$ cat config.mk
export PLATFORM = sky130hd
export DESIGN_NAME = bft_ram
export DESIGN_NICKNAME = d
export VERILOG_FILES = /design/src/bft_ram.sv
export SDC_FILE = /design/constraint.sdc
export NUM_CORES = 1
export LEC_CHECK = 0
export BUFFER_PORTS_ARGS = -buffer_cell sky130_fd_sc_hd__buf_4
export CORE_ASPECT_RATIO = 1.75
export CORE_MARGIN = 10
export CORE_UTILIZATION = 40
export CTS_BUF_LIST = sky130_fd_sc_hd__clkbuf_2
export DETAILED_ROUTE_END_ITERATION = 10
export GPL_TIMING_DRIVEN = 0
export PLACE_DENSITY = 0.64
export SLEW_MARGIN = 20
export SYNTH_ARGS = -nofsm -noshare
export SYNTH_HDL_FRONTEND = slang
export SYNTH_SLANG_ARGS = --single-unit
$ cat constraint.sdc
create_clock -name clock -period 2.8 [get_ports clock]
set_clock_uncertainty 0.1 [all_clocks]
set_input_delay 0.7 -clock clock [delete_from_list [all_inputs] [get_ports clock]]
set_output_delay 0.7 -clock clock [all_outputs]
set_load 0.005 [all_outputs]
$ cat src/bft_ram.sv
// Generic single-port-write, single-port-read RAM with registered read.
`timescale 1ns / 1ps
module bft_ram #(
   parameter int Width = 8,
   parameter int Depth = 32
) (
   input  logic                     clock,
   input  logic                     wr_en,
   input  logic [$clog2(Depth)-1:0] wr_addr,
   input  logic [Width-1:0]         wr_data,
   input  logic [$clog2(Depth)-1:0] rd_addr,
   output logic [Width-1:0]         rd_data
);
   logic [Width-1:0] mem [Depth];

   always_ff @(posedge clock) begin
      if (wr_en) begin
         mem[wr_addr] <= wr_data;
      end
      rd_data <= mem[rd_addr];
   end
endmodule

==> metrics.txt <==
wl on met1=6.98 mm; Synth area leader=edfxtp_1; Peak VDD IR=0.233 mV; area of the mapped netlist=10100 um^2; GPL Wtd Cong=0.815; Layout area overhead=10.2%; Synth warnings=0; Total Wirelength=21.4 mm; Max clock buf depth=3; antenna violations before repair=1; largest net degree at the start of global routing=33; Crit path required time=3.40 ns; vias per inst=5.33; outcome=finished, final reports clean; Row Count=76; met3 wire length=1.03 mm; Fin. Hold Viols=0; routed vias=4532; post-CTS setup buffers=0; design area=11100 um^2; Sinks on Clock Net=264; final setup vio count=0; f_max=0.410 GHz; total CTS buffers=55; final cycle utilization of the critical path=0.870; DR WL met2=12.7 mm; Hold Path Stages=1; PortBufs=22; Final Core Density=0.448; Post-DRT Antenna Nets=0; TritonCTS clock tree=yes; GRT Util Overall=0.134; Slew Viols, Final=0; hpwl dp=14.5 mm; drt drc=0; Starting Density=0.407; Gate Count Post-Synth=417; RSZ-0062 raised after global routing=false; share of cells above drive strength 1=0.382; Clock Pin Slew Worst Setup and Hold Paths=0.13 ns; worst min path class=input pin to flop; pwr dens=631 nW/um^2; final net count=516; crit end category=flop; critical path class=input pin to flop; vias in the first global route=4972; Avg WL per Cell=25.2 um; post-synthesis sequential area ratio=0.781; io pins=28; Yosys top cell area share=0.765; global-route wire length before repair=31.8 mm; area of the die=32100 um^2; Worst path most repeated cell=mux4_2; worst path cell trace=clkbuf_1 > buf_1 > mux4_2 > mux4_2 > mux2_2; DRT Pass-1 Iters=5; Synth Area per Inst=24.1 um^2; Top Layer Used=met4; Tot Pwr=0.00699 W; Max FO, Critical Path=10; H-tree Lvls=2; Total Neg Setup Slack=0 ns; max incr delay on CP=0.60 ns; Die W=140 um; CTS Root Cell=clkbuf_2; P_leak=3.50 nW; Critical Path Start Type=input pin; core area=24700 um^2; # resized after CTS=0; Hold Buf Count CTS=0; die height=230 um; global route overflow=0; Tmin final=2.44 ns; top cells by area, synth=edfxtp_1 (76%), mux4_2 (18%), dfxtp_1 (1.6%); Worst Tran Pin Value=0.885 ns; Starting DRT DRC Count=309; Synth Net Count=437; max-cap viol count=0; final hold slack=0.206 ns; #FFs+latches synth=264; Slew headroom=0.408; CP arrival=3.04 ns; slowest cell on the critical path=buf_1; reg2reg path depth=3; Area after DPL=10600 um^2; clock latency on the worst-skew pair=0.82 ns; post-synth cell types=15
path summary, 6_finish.rpt:
| check | start | end | slack, ns |
|---|---|---|---|
| min reg2reg | mem[18][0] | rd_data[0] | 0.81 |
| max | rd_addr[2] | rd_data[3] | 0.36 |
| min | wr_data[0] | mem[19][0] | 0.21 |
| max reg2reg | mem[27][6] | rd_data[6] | 0.87 |
cell type report:
type / instances / area, um^2
antenna: 1 / 2.50
tap: 312 / 390
sequential: 264 / 7850
multi-input combinational: 133 / 2100
clock inverter: 18 / 71.3
clock buffer: 80 / 400
timing repair buffer: 22 / 165
fill: 2134 / 13600
buffer: 20 / 106
kinds of logic after synthesis:
family                 share of synthesized area
muxes                                      0.188
and+or+nand+nor                           0.0207
DFF                                        0.781
buffers and inverters                     0.0106
Yosys cell counts (all sizes together):
library cell / count
buf: 14
clkbuf: 6
dfxtp: 8
edfxtp: 256
mux2: 8
mux4: 80
nand2: 1
nand3: 2
nand3b: 5
nor2: 33
or3: 1
or3b: 3
power breakdown:
part	leakage (nW)	total [W]	switching (W)	internal (W)
sequential	2.37	0.00440	0.0000141	0.00439
clock	0.370	0.00216	0.00139	0.000764
combinational	0.752	0.000430	0.000237	0.000193
placed cells by master (no fill, tap or decap), types with 5 or more instances in the layout:
master	count
buf_1	6
buf_4	28
clkbuf_1	6
clkbuf_2	80
clkinv_1	14
dfxtp_1	8
edfxtp_1	256
mux2_2	8
mux4_2	80
nand3b_1	5
nor2_1	33
metrics by stage:
step	instances	setup WS [ns]
global route	850	0.305
global placement	751	-0.525
detailed placement	751	-0.511
CTS	849	0.377
finish	850	0.363
floorplan	417	0.198
routing by layer:
| layer | GRT usage | vias up |
|---|---|---|
| met5 | 0 | - |
| met2 | 0.263 | 165 |
| met1 | 0.131 | 2350 |
| met3 | 0.0270 | 43 |
| met4 | 0.0547 | 0 |
| li1 | - | 1974 |
registers in the layout, indices dropped and copies added, names as in the netlist:
signal and cells:
mem 256, rd_data 8
critical path: cells and delay by family:
family / cells / cell delay [ns]
buffers and inverters: 2 / 1.05
muxes: 3 / 1.28
Power figures use the tool's default switching activity.
