`src/bft_pkg.sv`:
```
// Package with shared types, constants and codes of the flow table.
`timescale 1ns / 1ps
package bft_pkg;
   localparam int DefTableEntries = 32;
   localparam int SlotW           = 6;
   localparam int KeyW            = 104;
   localparam int TimeW           = 48;
   localparam int UsPerSec        = 1000000;

   typedef enum logic [1:0] {
      KIND_PACKET = 2'd0,
      KIND_EXPIRE = 2'd1,
      KIND_FLUSH  = 2'd2,
      KIND_NONE   = 2'd3
   } kind_type;

   typedef enum logic [2:0] {
      ST_FWD_HIT = 3'd0,
      ST_REV_HIT = 3'd1,
      ST_CREATED = 3'd2,
      ST_DROPPED = 3'd3,
      ST_EXPIRED = 3'd4,
      ST_FLUSHED = 3'd5,
      ST_DONE    = 3'd6
   } status_type;

   typedef enum logic [1:0] {
      CSR_TCP_TIMEOUT   = 2'd0,
      CSR_OTHER_TIMEOUT = 2'd1,
      CSR_FLOW_LIMIT    = 2'd2
   } csr_index_type;

   typedef enum logic [2:0] {
      S_IDLE,
      S_FWD,
      S_REV,
      S_DECIDE,
      S_SCAN,
      S_DONE
   } state_type;

   localparam logic [7:0] ProtoTcp = 8'd6;
endpackage

```
`src/bft_timeout.sv`:
```
// Registered conversion of a timeout in seconds to microseconds.
`timescale 1ns / 1ps
module bft_timeout
   import bft_pkg::*;
(
   input  logic             clock,
   input  logic [15:0]      tcp_sec,
   input  logic [15:0]      other_sec,
   output logic [TimeW-1:0] tcp_us_ff,
   output logic [TimeW-1:0] other_us_ff
);
   localparam logic [19:0] UsConst = 20'(UsPerSec);
   logic [35:0] tcp_mul, other_mul;

   assign tcp_mul   = tcp_sec * UsConst;
   assign other_mul = other_sec * UsConst;

   always_ff @(posedge clock) begin
      tcp_us_ff   <= TimeW'(tcp_mul);
      other_us_ff <= TimeW'(other_mul);
   end
endmodule

```
`config.mk`:
```
export PLATFORM = sky130hd
export DESIGN_NAME = bft_timeout
export DESIGN_NICKNAME = d
export VERILOG_FILES = /design/src/bft_pkg.sv /design/src/bft_timeout.sv
export SDC_FILE = /design/constraint.sdc
export NUM_CORES = 1
export LEC_CHECK = 0
export BUFFER_PORTS_ARGS = -buffer_cell sky130_fd_sc_hd__buf_2
export CAP_MARGIN = 20
export CORE_UTILIZATION = 25
export CTS_CLUSTER_SIZE = 24
export DETAILED_ROUTE_END_ITERATION = 12
export PLACE_DENSITY = 0.43
export SLEW_MARGIN = 20
export SYNTH_ARGS = -nofsm -noshare
export SYNTH_HDL_FRONTEND = slang
export SYNTH_SLANG_ARGS = --single-unit
```
`constraint.sdc`:
```
create_clock -name clock -period 6.7 [get_ports clock]
set_input_delay 1.675 -clock clock [delete_from_list [all_inputs] [get_ports clock]]
set_output_delay 1.675 -clock clock [all_outputs]
set_load 0.02 [all_outputs]
```
==> parameters.txt, run 1 <==
Parameter                              Value

Synthesis
  Cell variety after synth ... 55
  Synth warn ... 0
  Synth Register Bits ... 60
  Part of the Yosys area used for sequential elements ... 13.4%
  Total standard cell area after synthesis ... around 9000 um2
  Share of flip-flops with an asynchronous set or reset ... 0%
  Mapped Cells ... slightly above 900
  Most used flip-flop cell after synthesis ... sky130_fd_sc_hd__dfxtp_1
  Number of enable flip-flop cells after synthesis ... 0
  Average size of a mapped cell ... 9.89 um2

Critical path
  Data arrival time at the worst-slack endpoint ... 6.52 ns
  Startpoint class of the critical path ... primary input
  Maximum fanout encountered on the critical timing path ... 6
  Nature of the critical path endpoint ... flop
  Worst Path Class, Setup ... primary input to flop
  Data required, critical path ... between 6 and 7 ns

Flow run
  Max-capacitance violation count ... 0

Worst hold path
  Launch instance of the worst min-delay path ... tcp_sec[2]
  Hold Path End ... tcp_us_ff[8]$_DFF_P_
  Hold Crit Class ... primary input to flop
  Hold Crit Depth ... 1

Routing
  Residual antenna-violating net count after detailed routing ... 0
  Post-route DRC violation count ... 0
  Vias/cell ... 4.20
  DRC marker count from the first detailed-route iteration ... 191
  Via count ... 6233
  Number of search-and-repair iterations in the first detailed-routing pass ... 4
  Routed WL per cell ... roughly 13 um
  WL final ... 19900 um

Timing
  Period Utilization, post-route ... 94.0%
  Setup-failing EPs final ... 0
  Max transition margin ... 65.3%
  Final number of hold-violating endpoints ... 0
  Final max-slew violation count ... 0
  Maximum operating frequency ... 0.159 GHz
  Post-route minimum period ... 6.30 ns
  Tightest Pin Transition ... 0.521 ns
  RSZ-0062 raised after global routing ... no
  Setup TNS after final layout ... 0 ns

Finish
  Synth-to-layout area growth ... 14.0%
  Fill count ... 3782
  Final non-filler cell total ... 1483
  Multi-input logic area ... approximately 6800 um2
  Register cell area after layout ... 1200 um2
  NumNets Final ... 1372
  Antenna cells ... 0
  Share of final-layout standard cells stronger than drive strength 1 ... 13.1%
  Most used cells in the layout excluding fill and tap cells ... 210 x sky130_fd_sc_hd__ha_1, 194 x sky130_fd_sc_hd__inv_1, 110 x sky130_fd_sc_hd__fa_1
  Most common library cell in the layout ignoring fill and taps ... sky130_fd_sc_hd__ha_1

CTS
  TritonCTS Sinks ... 60
  Post-CTS setup buffer count ... 0
  Clock slew seen by the registers of the worst setup and hold paths ... around 0.060 ns
  TritonCTS clock tree ... built
  Quantity of gates resized following cts ... 0
  Number of hold-repair buffers added at the cts stage ... 0
  Number of buffers added by the clock tree synthesis step ... 9
  Cell at the root of the clock tree ... sky130_fd_sc_hd__clkbuf_16
  Longest Clk Path Bufs ... 2
  Number of H-tree levels ... 3

Floorplanning
  Vert. Die Dim ... approximately 190 um
  Width of the die ... 191 um
  Die Outline Area ... 36600 um2
  Area of the placeable core ... 35400 um2
  Initial standard-cell utilization of the core ... 25.3%
  Total number of placement rows ... 69
  Ports placed on the boundary ... 129

Place
  Placed Instances ... between 1k and 1.5k
  GPL Wtd Cong ... 0.779
  HPWL reported at the end of detailed placement ... around 18000 um
  Number of port buffers ... slightly above 90

GRT
  Initial antenna violation count ... 0
  Congestion Overflow GR ... 0
  Total routing resource utilization after global routing ... 11.6%
  Largest net degree at the start of global routing ... 10
  Vias in the first global route ... 6361
  Global-route wire length before repair ... between 30000 and 40000 um

Pwr
  Power density cells ... 542 nW/um2
  Max rail drop VDD ... ~0.23 mV
  Leak ... ~5.5 nW

Outcome
  Run status ... complete, no violations
-- sequential cells by signal, summed over array words and instances, names as in the netlist --
register / flops
tcp_us_ff: 30
other_us_ff: 30
-- power by group --
| group | switching [W] | internal (W) |
|---|---|---|
| sequential | 0.0000639 | 0.000569 |
| combinational | 0.00255 | 0.00189 |
| clock | 0.000163 | 0.000303 |
| total | 0.00277 | 0.00277 |
-- critical path, stage by stage --
cell and delay [ns]:
sky130_fd_sc_hd__buf_2 0.12, sky130_fd_sc_hd__inv_1 0.06, sky130_fd_sc_hd__fa_1 0.53, sky130_fd_sc_hd__inv_1 0.05
sky130_fd_sc_hd__fa_1 0.45, sky130_fd_sc_hd__fa_1 0.51, sky130_fd_sc_hd__fa_1 0.42, sky130_fd_sc_hd__ha_1 0.28
sky130_fd_sc_hd__inv_1 0.05, sky130_fd_sc_hd__fa_1 0.49, sky130_fd_sc_hd__inv_1 0.04, sky130_fd_sc_hd__ha_1 0.37
sky130_fd_sc_hd__nand4_1 0.18, sky130_fd_sc_hd__nor2_1 0.29, sky130_fd_sc_hd__a21boi_1 0.28, sky130_fd_sc_hd__nor2_1 0.12
sky130_fd_sc_hd__o311ai_0 0.36, sky130_fd_sc_hd__a21oi_1 0.09, sky130_fd_sc_hd__xnor2_1 0.14
-- stage by stage --
step | hold slack, ns | worst slack, ns | total power (W) | cell area (um2) | utilization, %
floorplan | 1.70 | 0.569 | 0.00400 | 9100 | -
global placement | 1.89 | 0.115 | 0.00519 | 9930 | 28.0
detailed placement | 1.90 | 0.0581 | 0.00515 | 9930 | 28.0
CTS | 1.53 | 0.389 | 0.00569 | 10200 | 28.9
global route | 1.53 | 0.0319 | 0.00624 | 10200 | 28.9
finish | 1.55 | 0.399 | 0.00554 | 10200 | 28.9
-- metal layers --
metal / vias up / wire length (um) / track usage (%)
met5: - / 0 / 0
met4: 0 / 287 / 3.42
met3: 17 / 689 / 1.98
met2: 103 / 9960 / 20.2
met1: 2989 / 8970 / 14.6
li1: 3124 / - / -
-- cell families after synthesis --
logic type | synth area share, %
AND/OR/NAND/NOR | 4.88
buffers and inverters | 11.7
flip-flops | 13.4
AO/OA/AOI/OAI | 11.0
other | 0.0418
adder cells (fa/ha/maj) | 53.9
XOR/XNOR | 5.18
-- cell usage after synthesis, types with 3 or more instances --
library cell / n / area, um2
sky130_fd_sc_hd__ha_1: 210 / 2630
sky130_fd_sc_hd__inv_1: 194 / 728
sky130_fd_sc_hd__fa_1: 110 / 2200
sky130_fd_sc_hd__dfxtp_1: 60 / 1200
sky130_fd_sc_hd__a21oi_1: 47 / 235
sky130_fd_sc_hd__buf_4: 37 / 278
sky130_fd_sc_hd__xnor2_1: 33 / 289
sky130_fd_sc_hd__nor2_1: 26 / 97.6
sky130_fd_sc_hd__o21ai_0: 25 / 125
sky130_fd_sc_hd__nand2_1: 23 / 86.3
sky130_fd_sc_hd__xor2_1: 20 / 175
sky130_fd_sc_hd__a21o_1: 19 / 143
sky130_fd_sc_hd__a211oi_1: 10 / 75.1
sky130_fd_sc_hd__nand3_1: 9 / 45.0
sky130_fd_sc_hd__nand4_1: 8 / 50.1
sky130_fd_sc_hd__o21bai_1: 7 / 52.6
sky130_fd_sc_hd__nor3_1: 5 / 25.0
sky130_fd_sc_hd__o21a_1: 5 / 37.5
sky130_fd_sc_hd__a31oi_1: 4 / 25.0
sky130_fd_sc_hd__and2_1: 4 / 25.0
sky130_fd_sc_hd__nor2b_1: 4 / 25.0
sky130_fd_sc_hd__a2111oi_2: 3 / 45.0
sky130_fd_sc_hd__a211o_1: 3 / 26.3
sky130_fd_sc_hd__nand2b_1: 3 / 18.8
sky130_fd_sc_hd__or2_2: 3 / 18.8
-- how the worst max path moves through the flow --
stage                  from                      end  slack (ns)  depth (start not counted)
6_report       other_sec[1]  other_us_ff[33]$_DFF_P_        0.40                         19
2_1_floorplan  other_sec[1]  other_us_ff[32]$_DFF_P_        0.57                         18
3_5_place_dp   other_sec[1]  other_us_ff[33]$_DFF_P_        0.06                         19
3_3_place_gp   other_sec[1]  other_us_ff[33]$_DFF_P_        0.11                         19
4_1_cts        other_sec[1]  other_us_ff[33]$_DFF_P_        0.39                         19
5_1_grt        other_sec[1]  other_us_ff[33]$_DFF_P_        0.03                         19
-- area by class of cell --
class	instances	share of cell area, %
inverters	194	7.13
multi-input cells	647	67.0
clock inverters	2	0.343
clock buffers	12	2.51
repair buffers	107	5.61
well taps	461	5.64
flip-flops and latches	60	11.8
Power figures use the tool's default switching activity.
==> run 2: changes to the inputs <==
--- a/config.mk
+++ b/config.mk
@@ -7,6 +7,7 @@
 export LEC_CHECK = 0
 export BUFFER_PORTS_ARGS = -buffer_cell sky130_fd_sc_hd__buf_2
 export CAP_MARGIN = 20
+export CORE_MARGIN = 2
 export CORE_UTILIZATION = 25
 export CTS_CLUSTER_SIZE = 24
 export DETAILED_ROUTE_END_ITERATION = 12
==> parameters.txt, run 2 (synthesis results as in run 1) <==
Parameter                              Value

Critical path
  Crit-path cells ... buf_2 > inv_1 > fa_1 > inv_1 > fa_1 > fa_1 > fa_1 > ha_1 > inv_1 > fa_1 > inv_1 > ha_1 > nand4_1 > nor2_1 > a21boi_1 > nor2_1 > o311ai_0 > a21oi_1 > xnor2_1 (unchanged)
  Maximum fanout encountered on the critical timing path ... 6 (unchanged)
  Data required, critical path ... 6.92 ns (about the same)
  Startpoint class of the critical path ... primary input (unchanged)
  Nature of the critical path endpoint ... flop (unchanged)
  Worst stage delay on the critical path ... 0.53 ns (about the same)
  Worst-path cell with the longest stage delay ... sky130_fd_sc_hd__fa_1 (unchanged)
  Most common cell type on the critical path ... sky130_fd_sc_hd__fa_1 (unchanged)
  Data arrival time at the worst-slack endpoint ... 6.60 ns (was 6.52 ns)
  Origin of the worst setup path ... other_sec[1] (unchanged)
  Worst Path Class, Setup ... primary input to flop (unchanged)

CTS
  TritonCTS Sinks ... 60 (unchanged)
  Longest Clk Path Bufs ... 2 (unchanged)
  Post-CTS setup buffer count ... 0 (unchanged)
  Number of buffers added by the clock tree synthesis step ... 9 (unchanged)
  Cell at the root of the clock tree ... sky130_fd_sc_hd__clkbuf_16 (unchanged)
  Quantity of gates resized following cts ... 0 (unchanged)
  Clock slew seen by the registers of the worst setup and hold paths ... 0.06 ns (about the same)
  TritonCTS clock tree ... built (unchanged)
  Number of hold-repair buffers added at the cts stage ... 0 (unchanged)
  Number of H-tree levels ... 3 (unchanged)

Finish
  Register cell area after layout ... 1200 um2 (unchanged)
  Post-layout utilization of the core ... 28.9% (about the same)
  Post-Layout Inst Area ... 10300 um2 (was 10200 um2)
  NumNets Final ... 1375 (was 1372)
  Antenna cells ... 0 (unchanged)
  Largest registers ... other_us_ff x30, tcp_us_ff x30 (unchanged)
  Multi-input logic area ... 6850 um2 (unchanged)
  Share of final-layout standard cells stronger than drive strength 1 ... 13.4% (was 13.1%)
  Synth-to-layout area growth ... 14.5% (was 14.0%)
  Fill count ... 3817 (was 3782)
  Most common library cell in the layout ignoring fill and taps ... sky130_fd_sc_hd__ha_1 (unchanged)
  Most used cells in the layout excluding fill and tap cells ... 210 x sky130_fd_sc_hd__ha_1, 194 x sky130_fd_sc_hd__inv_1, 110 x sky130_fd_sc_hd__fa_1 (unchanged)

Routing
  Via count ... 6283 (was 6233)
  WL final ... 20200 um (was 19900 um)
  Post-route DRC violation count ... 0 (unchanged)
  DRC marker count from the first detailed-route iteration ... 143 (was 191)
  Routed WL per cell ... 13.6 um (was 13.4 um)
  Vias/cell ... 4.22 (was 4.20)
  Residual antenna-violating net count after detailed routing ... 0 (unchanged)
  Number of search-and-repair iterations in the first detailed-routing pass ... 4 (unchanged)

Place
  HPWL reported at the end of detailed placement ... 18000 um (was 17800 um)
  Number of port buffers ... 92 (unchanged)
  GPL Wtd Cong ... 0.790 (was 0.779)
  Post-DP Area ... 9950 um2 (was 9930 um2)
  Pre-CTS setup slack ... -0.00901 ns (was 0.0581 ns)

GRT
  Global-route wire length before repair ... 33700 um (was 33000 um)
  Largest net degree at the start of global routing ... 11 (was 10)
  Congestion Overflow GR ... 0 (unchanged)
  Initial antenna violation count ... 0 (unchanged)
  Total routing resource utilization after global routing ... 11.2% (was 11.6%)
  Vias in the first global route ... 6493 (was 6361)

Worst hold path
  Launch instance of the worst min-delay path ... tcp_sec[2] (unchanged)
  Hold Crit Class ... primary input to flop (unchanged)

Floorplanning
  Die Outline Area ... 37400 um2 (was 36600 um2)
  Width of the die ... 193 um (was 191 um)
  Vert. Die Dim ... 193 um (was 191 um)
  Area of the placeable core ... 35500 um2 (was 35400 um2)
  Initial standard-cell utilization of the core ... 25.3% (about the same)
  Ports placed on the boundary ... 129 (unchanged)
  Total number of placement rows ... 69 (unchanged)

Timing
  Maximum operating frequency ... 0.157 GHz (was 0.159 GHz)
  Max transition margin ... 65.4% (was 65.3%)
  Period Utilization, post-route ... 95.1% (was 94.0%)
  Final max-slew violation count ... 0 (unchanged)
  Setup WS post-layout ... 0.329 ns (was 0.399 ns)
  Post-route minimum period ... 6.37 ns (was 6.30 ns)
  Tightest Pin Transition ... 0.519 ns (was 0.521 ns)
  RSZ-0062 raised after global routing ... no (unchanged)
  Setup-failing EPs final ... 0 (unchanged)
  Final number of hold-violating endpoints ... 0 (unchanged)

Pwr
  Internal ... 0.00283 W (was 0.00277 W)
  Net switching power ... 0.00279 W (was 0.00277 W)
  Share of power burned in registers ... 11.3% (was 11.4%)
  Max rail drop VDD ... 0.204 mV (was 0.233 mV)
  Leak ... 5.51 nW (was 5.49 nW)
  Combinational group share of total power ... 79.7% (was 80.2%)
  Power density cells ... 547 nW/um2 (was 542 nW/um2)
  Portion of total power attributed to the clock network ... 9.0% (was 8.4%)
  Switching power as a share of total power ... 49.6% (was 50.1%)

Flow run
  Max-capacitance violation count ... 0 (unchanged)

Outcome
  Run status ... complete, no violations (unchanged)
run 2: per-layer routing:
metal / track usage (%) / vias to the layer above / share of wire [%]
li1: - / 3145 / -
met1: 14.4 / 3011 / 45
met2: 19.4 / 109 / 50
met3: 1.78 / 18 / 3.3
met4: 3.34 / 0 / 1.4
met5: 0 / - / 0
run 2: critical path: cells and delay by family:
kind,cells,cell delay [ns]
buffers and inverters,5,0.34
AO/OA/AOI/OAI,3,0.79
AND/OR/NAND/NOR,3,0.57
XOR/XNOR,1,0.14
adder cells (fa/ha/maj),7,3.07
run 2: metrics by stage:
step,setup TNS (ns),total power (W),cells,hold WS [ns]
floorplan,0,0.00400,942,1.70
global placement,0,0.00523,1472,1.89
detailed placement,-0.00901,0.00517,1472,1.90
CTS,0,0.00576,1488,1.53
global route,0,0.00630,1488,1.54
finish,0,0.00562,1488,1.55
run 2: final cells by class:
class	count	share of cell area, %
clock buffers	12	2.40
clock inverters	4	0.707
inverters	194	7.09
multi-input cells	647	66.7
flip-flops and latches	60	11.7
well taps	461	5.62
repair buffers	110	5.80
run 2: power groups by stage:
| stage | registers (W) | logic (W) | clock network [W] |
|---|---|---|---|
| final | 0.000636 | 0.00448 | 0.000505 |
| after global routing | 0.000655 | 0.00510 | 0.000543 |
| after CTS | 0.000650 | 0.00458 | 0.000529 |
| after detailed placement | 0.000655 | 0.00452 | 0 |
| after global placement | 0.000658 | 0.00457 | 0 |
| after floorplan | 0.000805 | 0.00319 | 0 |
run 2: final timing paths:
path	endpoint	depth (start not counted)
worst max-delay path	other_us_ff[33]$_DFF_P_	19
worst min-delay path	tcp_us_ff[8]$_DFF_P_	1
==> run 3: changes to the inputs <==
--- a/config.mk
+++ b/config.mk
@@ -12,6 +12,8 @@
 export CTS_CLUSTER_SIZE = 24
 export DETAILED_ROUTE_END_ITERATION = 12
 export PLACE_DENSITY = 0.43
+export RECOVER_POWER = 100
+export SKIP_LAST_GASP = 1
 export SLEW_MARGIN = 20
 export SYNTH_ARGS = -nofsm -noshare
 export SYNTH_HDL_FRONTEND = slang
==> parameters.txt, run 3 (synthesis results as in run 1) <==
Parameter                              Value

Flow run
  Max-capacitance violation count ... 0 (unchanged)

Critical path
  Nature of the critical path endpoint ... flop (unchanged)
  Data required, critical path ... 6.91 ns (was 6.92 ns)
  Maximum fanout encountered on the critical timing path ... 7 (was 6)
  Startpoint class of the critical path ... primary input (unchanged)
  Data arrival time at the worst-slack endpoint ... 6.60 ns (about the same)
  Worst Path Class, Setup ... primary input to flop (unchanged)

Outcome
  Run status ... complete, no violations (unchanged)

Routing
  Number of search-and-repair iterations in the first detailed-routing pass ... 4 (unchanged)
  Residual antenna-violating net count after detailed routing ... 0 (unchanged)
  DRC marker count from the first detailed-route iteration ... 127 (was 143)
  Vias/cell ... 4.21 (was 4.22)
  Via count ... 6263 (was 6283)
  Post-route DRC violation count ... 0 (unchanged)
  Routed WL per cell ... 13.6 um (about the same)
  WL final ... 20200 um (about the same)

Timing
  Setup TNS after final layout ... 0 ns (unchanged)
  Maximum operating frequency ... 0.157 GHz (about the same)
  Post-route minimum period ... 6.38 ns (was 6.37 ns)
  Max transition margin ... 65.0% (was 65.4%)
  Setup-failing EPs final ... 0 (unchanged)
  Final max-slew violation count ... 0 (unchanged)
  Final number of hold-violating endpoints ... 0 (unchanged)
  Period Utilization, post-route ... 95.3% (was 95.1%)
  Tightest Pin Transition ... 0.525 ns (was 0.519 ns)
  RSZ-0062 raised after global routing ... no (unchanged)

Finish
  Most common library cell in the layout ignoring fill and taps ... sky130_fd_sc_hd__ha_1 (unchanged)
  Most used cells in the layout excluding fill and tap cells ... 210 x sky130_fd_sc_hd__ha_1, 194 x sky130_fd_sc_hd__inv_1, 110 x sky130_fd_sc_hd__fa_1 (unchanged)
  Share of final-layout standard cells stronger than drive strength 1 ... 6.82% (was 13.4%)
  NumNets Final ... 1375 (unchanged)
  Post-layout utilization of the core ... 28.7% (was 28.9%)
  Final non-filler cell total ... 1488 (unchanged)
  Antenna cells ... 0 (unchanged)
  Largest registers ... other_us_ff x30, tcp_us_ff x30 (unchanged)
  Synth-to-layout area growth ... 13.4% (was 14.5%)

Pwr
  Max rail drop VDD ... 0.203 mV (was 0.204 mV)
  Portion of total power attributed to the clock network ... 9.1% (was 9.0%)
  Net switching power ... 0.00278 W (was 0.00279 W)
  Combinational group share of total power ... 79.4% (was 79.7%)
  Share of power burned in registers ... 11.5% (was 11.3%)
  Power density cells ... 547 nW/um2 (about the same)
  Internal ... 0.00278 W (was 0.00283 W)
  Switching power as a share of total power ... 50.0% (was 49.6%)
  Leak ... 5.33 nW (was 5.51 nW)

GRT
  Global-route wire length before repair ... 33700 um (unchanged)
  Total routing resource utilization after global routing ... 11.2% (unchanged)
  Congestion Overflow GR ... 0 (unchanged)
  Initial antenna violation count ... 0 (unchanged)
  Vias in the first global route ... 6493 (unchanged)
  Largest net degree at the start of global routing ... 11 (unchanged)

Place
  Number of port buffers ... 92 (unchanged)
  Placed Instances ... 1472 (unchanged)
  GPL Wtd Cong ... 0.790 (unchanged)
  HPWL reported at the end of detailed placement ... 18000 um (unchanged)

Floorplanning
  Width of the die ... 193 um (unchanged)
  Area of the placeable core ... 35500 um2 (unchanged)
  Ports placed on the boundary ... 129 (unchanged)
  Total number of placement rows ... 69 (unchanged)
  Initial standard-cell utilization of the core ... 25.3% (unchanged)
  Die Outline Area ... 37400 um2 (unchanged)
  Vert. Die Dim ... 193 um (unchanged)

CTS
  Number of hold-repair buffers added at the cts stage ... 0 (unchanged)
  TritonCTS clock tree ... built (unchanged)
  Quantity of gates resized following cts ... 0 (unchanged)
  Number of H-tree levels ... 3 (unchanged)
  Longest Clk Path Bufs ... 2 (unchanged)
  Post-CTS setup buffer count ... 0 (unchanged)
  Cell at the root of the clock tree ... sky130_fd_sc_hd__clkbuf_16 (unchanged)
  TritonCTS Sinks ... 60 (unchanged)
  Number of buffers added by the clock tree synthesis step ... 9 (unchanged)
  Clock slew seen by the registers of the worst setup and hold paths ... 0.06 ns (about the same)

Worst hold path
  Hold Crit Class ... primary input to flop (unchanged)
[run 3: area by class of cell]
cell class	instances	area, um2
clock inverters	4	72.6
clock buffers	12	246
fillers	3849	25300
flip-flops and latches	60	1200
repair buffers	110	507
multi-input cells	647	6830
well taps	461	577
inverters	194	728
[run 3: path summary, 6_finish.rpt]
| kind | from | endpoint | slack [ns] | cells after the start |
|---|---|---|---|---|
| worst max-delay path | tcp_sec[0] | tcp_us_ff[26]$_DFF_P_ | 0.32 | 17 |
| worst min-delay path | tcp_sec[2] | tcp_us_ff[8]$_DFF_P_ | 1.55 | 1 |
[run 3: per-stage QoR]
stage          power (W)  area, um2  hold WS, ns  worst slack [ns]
6_report         0.00556      10200         1.55             0.315
5_1_grt          0.00624      10200         1.54            0.0775
4_1_cts          0.00576      10300         1.53             0.337
3_5_place_dp     0.00517       9950         1.90          -0.00901
3_3_place_gp     0.00523       9950         1.89            0.0798
2_1_floorplan    0.00400       9100         1.70             0.569
[run 3: per-layer routing]
metal / global-route usage (%) / share of wire (%) / vias up
li1: - / - / 3146
met1: 14.4 / 45 / 2994
met2: 19.4 / 50 / 104
met3: 1.78 / 3.0 / 19
met4: 3.34 / 1.5 / 0
met5: 0 / 0 / -
[run 3: power by group through the flow]
stage	combinational [W]	clock (W)	sequential, W
global placement	0.00457	0	0.000658
global route	0.00504	0.000543	0.000660
CTS	0.00458	0.000529	0.000650
finish	0.00441	0.000505	0.000640
detailed placement	0.00452	0	0.000655
floorplan	0.00319	0	0.000805
[run 3: critical path: stages]
cell                        delay [ns]
sky130_fd_sc_hd__clkbuf_1         0.34
sky130_fd_sc_hd__fa_1             0.49
sky130_fd_sc_hd__fa_1             0.49
sky130_fd_sc_hd__fa_1             0.55
sky130_fd_sc_hd__fa_1             0.43
sky130_fd_sc_hd__ha_1             0.29
sky130_fd_sc_hd__inv_1            0.05
sky130_fd_sc_hd__fa_1             0.48
sky130_fd_sc_hd__inv_1            0.05
sky130_fd_sc_hd__ha_1             0.35
sky130_fd_sc_hd__nand3_1          0.23
sky130_fd_sc_hd__o221ai_1         0.15
sky130_fd_sc_hd__a21oi_1          0.25
sky130_fd_sc_hd__o31ai_4          0.17
sky130_fd_sc_hd__a2111oi_2        0.32
sky130_fd_sc_hd__nor3_1           0.12
sky130_fd_sc_hd__xor2_1           0.15
